$ cat src/sv/cspt_mul.sv
// cspt_mul: two-stage unsigned multiplier built from four half-width partial products
// depends on nothing outside itself; used by cspt_tests for the angle test
`timescale 1ns / 1ps

module cspt_mul #(
	parameter int AW = 33,
	parameter int BW = 33
) (
	input  logic            clk,
	input  logic            en,
	input  logic [AW-1:0]   a,
	input  logic [BW-1:0]   b,
	output logic [AW+BW-1:0] prod
);

	localparam int AL = (AW + 1) / 2;
	localparam int AU = AW - AL;
	localparam int BL = (BW + 1) / 2;
	localparam int BU = BW - BL;
	localparam int PW = AW + BW;

	logic [AL+BL-1:0] p00_s1;
	logic [AL+BU-1:0] p01_s1;
	logic [AU+BL-1:0] p10_s1;
	logic [AU+BU-1:0] p11_s1;
	logic [PW-1:0]    prod_s2;

	// partial products
	always_ff @(posedge clk) begin
		if (en) begin
			p00_s1 <= a[AL-1:0] * b[BL-1:0];
			p01_s1 <= a[AL-1:0] * b[BW-1:BL];
			p10_s1 <= a[AW-1:AL] * b[BL-1:0];
			p11_s1 <= a[AW-1:AL] * b[BW-1:BL];
		end
	end

	// weighted sum of the partial products
	always_ff @(posedge clk) begin
		if (en) begin
			prod_s2 <= (PW'(p11_s1) << (AL + BL)) + (PW'(p10_s1) << AL)
				+ (PW'(p01_s1) << BL) + PW'(p00_s1);
		end
	end

	assign prod = prod_s2;

endmodule

$ cat config.mk
export PLATFORM = sky130hd
export DESIGN_NAME = cspt_mul
export DESIGN_NICKNAME = d
export VERILOG_FILES = /design/src/sv/cspt_mul.sv
export SDC_FILE = /design/constraint.sdc
export NUM_CORES = 2
export LEC_CHECK = 0
export BUFFER_PORTS_ARGS = -buffer_cell sky130_fd_sc_hd__buf_2
export CORE_MARGIN = 2
export CORE_UTILIZATION = 50
export CTS_BUF_LIST = sky130_fd_sc_hd__clkbuf_16
export DETAILED_ROUTE_END_ITERATION = 12
export PLACE_DENSITY = 0.75
export REMOVE_ABC_BUFFERS = 1
export SYNTH_ARGS = -nofsm -noshare
export SYNTH_HDL_FRONTEND = slang
export SYNTH_SLANG_ARGS = --single-unit
$ cat constraint.sdc
create_clock -name clk -period 15.05 [get_ports clk]
set_clock_uncertainty 0.2 [all_clocks]
set_input_delay 3.7625 -clock clk [delete_from_list [all_inputs] [get_ports clk]]
set_output_delay 3.7625 -clock clk [all_outputs]
set_load 0.02 [all_outputs]
; After elaboration in Yosys (flattened, before gate mapping)
; Cells that the tools add are included.
[op_classes]
n_addsub = 3
mul = 4
[op_table]
columns = cell, n
row1 = adder 66 x 50 -> 66 bit, 2
row2 = adder 66 x 34 -> 66 bit, 1
row3 = multiplier 17 x 17 -> 34 bit, 1
row4 = multiplier 16 x 17 -> 33 bit, 1
row5 = multiplier 17 x 16 -> 33 bit, 1
row6 = multiplier 16 x 16 -> 32 bit, 1
[totals]
out_inout_bits = 66
wordCells = 12
register_bits = 198
inputBits = 68

; Longest topological paths before layout
[logic_depth]
word_depth = 3
mapped_depth = 23
mapped_depth_nobuf = 22

; Worst setup path after synthesis
; No wires, ideal clock.
[synth_path]
path_type = in2reg
start = in a[7]
end = reg p01_s1[26], data pin
path_slack_ns = 5.448
arrival_ns = 9.141
t_required_ns = 14.589
n_path_buf = 1
stages = 21
path_cell_list = clkbuf_1 -> nand2_1 -> fa_1 -> inv_1 -> fa_1 -> inv_1 -> fa_1 -> inv_1 -> fa_1 -> fa_1 -> inv_1 -> fa_1 -> inv_1 -> ha_1 -> and3_1 -> and3_1 -> a221o_1 -> a31oi_1 -> o21bai_1 -> a21o_1 -> a311o_1
[synth_between]
elab_chain_len = 1
[synth_lines]
columns = item, line_no
row1 = start: declaration, 11  ; input logic [AW-1:0] a,
row2 = multiplier 17 x 16 -> 33 bit, 32  ; p01_s1 <= a[AL-1:0] * b[BW-1:BL];
row3 = end signal: assignment, 32
row4 = end: declaration, 23  ; logic [AL+BU-1:0] p01_s1;
; No other way between the ends.
; A chain may end at the register's enable or synchronous reset.

; Final worst setup path
[layout_path]
start = in a[7]
end = reg p00_s1[27], data pin
[layout_between]
elab_chain_len = 1
[layout_lines]
columns = item, line_no
row1 = multiplier 17 x 17 -> 34 bit, 31  ; p00_s1 <= a[AL-1:0] * b[BL-1:0];
row2 = end signal: assignment, 31
row3 = end: declaration, 22  ; logic [AL+BL-1:0] p00_s1;
; No other way between the ends.

==> metrics.txt <==
status=finished clean; nets@finish=6027; PortBufs=133; Main synth FF type=edfxtp_1; DP Wirelength=86500 um; final instance area=46600 um^2; vias in the first global route=34.2k; Post-Synth Adder-Cell Area=51.8%; Worst-Margin Slew=1150 ps; Synth area leader=fa_1; post-CTS sizing=0; Core Box Area=88400 um^2; Syn Inst Count=4689; # setup viols final=0; number of H-tree levels=4; clock sink count=198; share of the synthesized area in the top cell type=39.0%; post-synthesis xor/xnor area fraction=3.07%; complex-gate fraction of the synthesized area=6.33%; Slew headroom=23.3%; DR WL/cell=19.7 um; final slew viol count=0; GRT Util Overall=26.0%; DRT Wirelength=115000 um; Residual DRC=0; Post-Synth Simple-Gate Area=15.5%; TNS Setup=0 ps; DR vias=32.2k; global-route wire length before repair=183000 um; Post-DRT Antenna Nets=0; total CTS buffers=17; GPL Wtd Cong=0.910; routed vias/inst=5.53; Yosys warnings=0; Final Cycle Share=67.9%; initial drt markers=2361; sequential fraction of the synthesis area=13.3%; Syn Std Cell Area=44600 um^2; Initial DRT Pass Iterations=5; Tightest Hold Check Type=reg -> reg; synthesized area per cell=9.50 um^2; most frequent cells in the layout=inv_1 (963), fa_1 (868), nand2_1 (658); Final Hold Vio Count=0; initial core utilization=50.4%; die width=303 um; Post-CTS Setup Bufs=0; crit path time final=10210 ps; EDFF count, synth=198; Layout fillers=7911; P&R area growth vs syn=4.53%; Crit Path Class=in -> reg; TritonCTS clock tree=done; endpoint type of the worst setup path=flip-flop; clock root buffer=clkbuf_16; crit-path max FO=33; CP Data Required Time=15090 ps; die height=303 um; gr ovfl total=0; top achievable clock speed=0.0979 GHz; largest net degree at the start of global routing=84; Worst Path Arrival=10260 ps; worst skew pair latency=510 ps; IO Count=134; startpoint type of the worst setup path=primary input; Seq cells post-synth=198; largest family of logic cells by synthesized area=adder cells; Post-DP Area=46000 um^2; unrepaired setup endpoints after global routing=no; synth unique cells=74; Max-Cap Viols=0; ranking of synthesized cells by area=fa_1 (39%), edfxtp_1 (13%), ha_1 (13%); multiplexer area fraction after synthesis=0%; most common cell after layout, fill and taps aside=inv_1; CTS Hold Bufs=0; die area=91500 um^2; post-synthesis async set-or-reset flop share=0%; initial antenna violation count=5; Rows=109; Clk pin slew, worst setup/hold paths=80 ps; layout cells sized above 1=4.24%; clock tree buffer depth=2
[path summary, 6_finish.rpt]
check | from | to | slack, ps | cells past startpoint
worst max-delay path | a[7] | p00_s1[27]$_DFFE_PP_ | 4840 | 21
worst min-delay path | p00_s1[5]$_DFFE_PP_ | prod[5]$_DFFE_PP_ | 220 | 0
worst max register to register | p00_s1[18]$_DFFE_PP_ | prod[62]$_DFFE_PP_ | 11060 | 12
worst min register to register | p00_s1[5]$_DFFE_PP_ | prod[5]$_DFFE_PP_ | 220 | 0
[worst max-delay path, stage by stage]
cell and delay (ps):
buf_2 600, nand2_1 180, fa_1 570, inv_1 50, fa_1 500, inv_1 50
fa_1 520, inv_1 50, fa_1 390, fa_1 520, inv_1 50, fa_1 470
inv_1 40, ha_1 350, a211oi_1 340, nand2_1 180, a2111oi_2 780, o21a_1 290
a21oi_2 140, a41oi_1 280, xnor2_1 100
[final cells by class]
class | instances | area, um^2 | area share (%)
diodes | 9 | 22.5 | 0.0483
repair buffers | 151 | 810 | 1.74
flip-flops and latches | 198 | 5950 | 12.8
well taps | 1165 | 1460 | 3.13
inverters | 962 | 3610 | 7.75
clock buffers | 17 | 425 | 0.913
clock inverters | 15 | 144 | 0.309
multi-input cells | 3306 | 34200 | 73.3
[cell families (layout without fill, tap and decap cells)]
family,after synthesis,in the layout
other,0,9
adder cells (fa/ha/maj),1323,1323
flip-flops,198,198
XOR/XNOR,156,156
AND/OR/NAND/NOR,1401,1401
buffers and inverters,1185,1145
AO/OA/AOI/OAI,426,426
[cell usage after synthesis, drive strengths merged (4+ instances only)]
library cell  number
o21ai             72
and2             521
nand2            658
nor4               4
ha               455
or3                4
nand4             13
o211ai            10
nand2b            17
and3              22
buf                5
nor2              75
o2111ai            9
edfxtp           198
xor2              42
o21bai            20
a21o              75
a21boi             6
a211oi            13
fa               868
a31oi             18
o41ai              7
nand3             34
a41oi              5
nor3              19
a21oi            129
o31ai              7
clkbuf           218
xnor2            114
and4               5
inv              962
o21a              19
nor2b             14
[per-stage QoR]
stage,instances,utilization [%],hold WS (ps),setup WS (ps)
2_1_floorplan,4466,-,200,5670
3_3_place_gp,5782,52.0,203,4590
3_5_place_dp,5782,52.0,206,4470
4_1_cts,5814,52.7,220,4990
5_1_grt,5815,52.7,227,4690
6_report,5823,52.7,218,4840
[state kept, by name (all words and copies together), names as in the netlist]
| register | count |
|---|---|
| prod | 66 |
| p10_s1 | 33 |
| p11_s1 | 32 |
| p01_s1 | 33 |
| p00_s1 | 34 |
[metal layers]
layer / global-route usage (%) / wire (um)
met2: 43.9 / 56000
met5: 0 / 0
met1: 33.3 / 45000
met4: 11.4 / 5130
met3: 4.00 / 8310
Power is left out: the tool's default activity adds up to more than one toggle a clock period on the data nets, which glitch-free logic cannot reach.
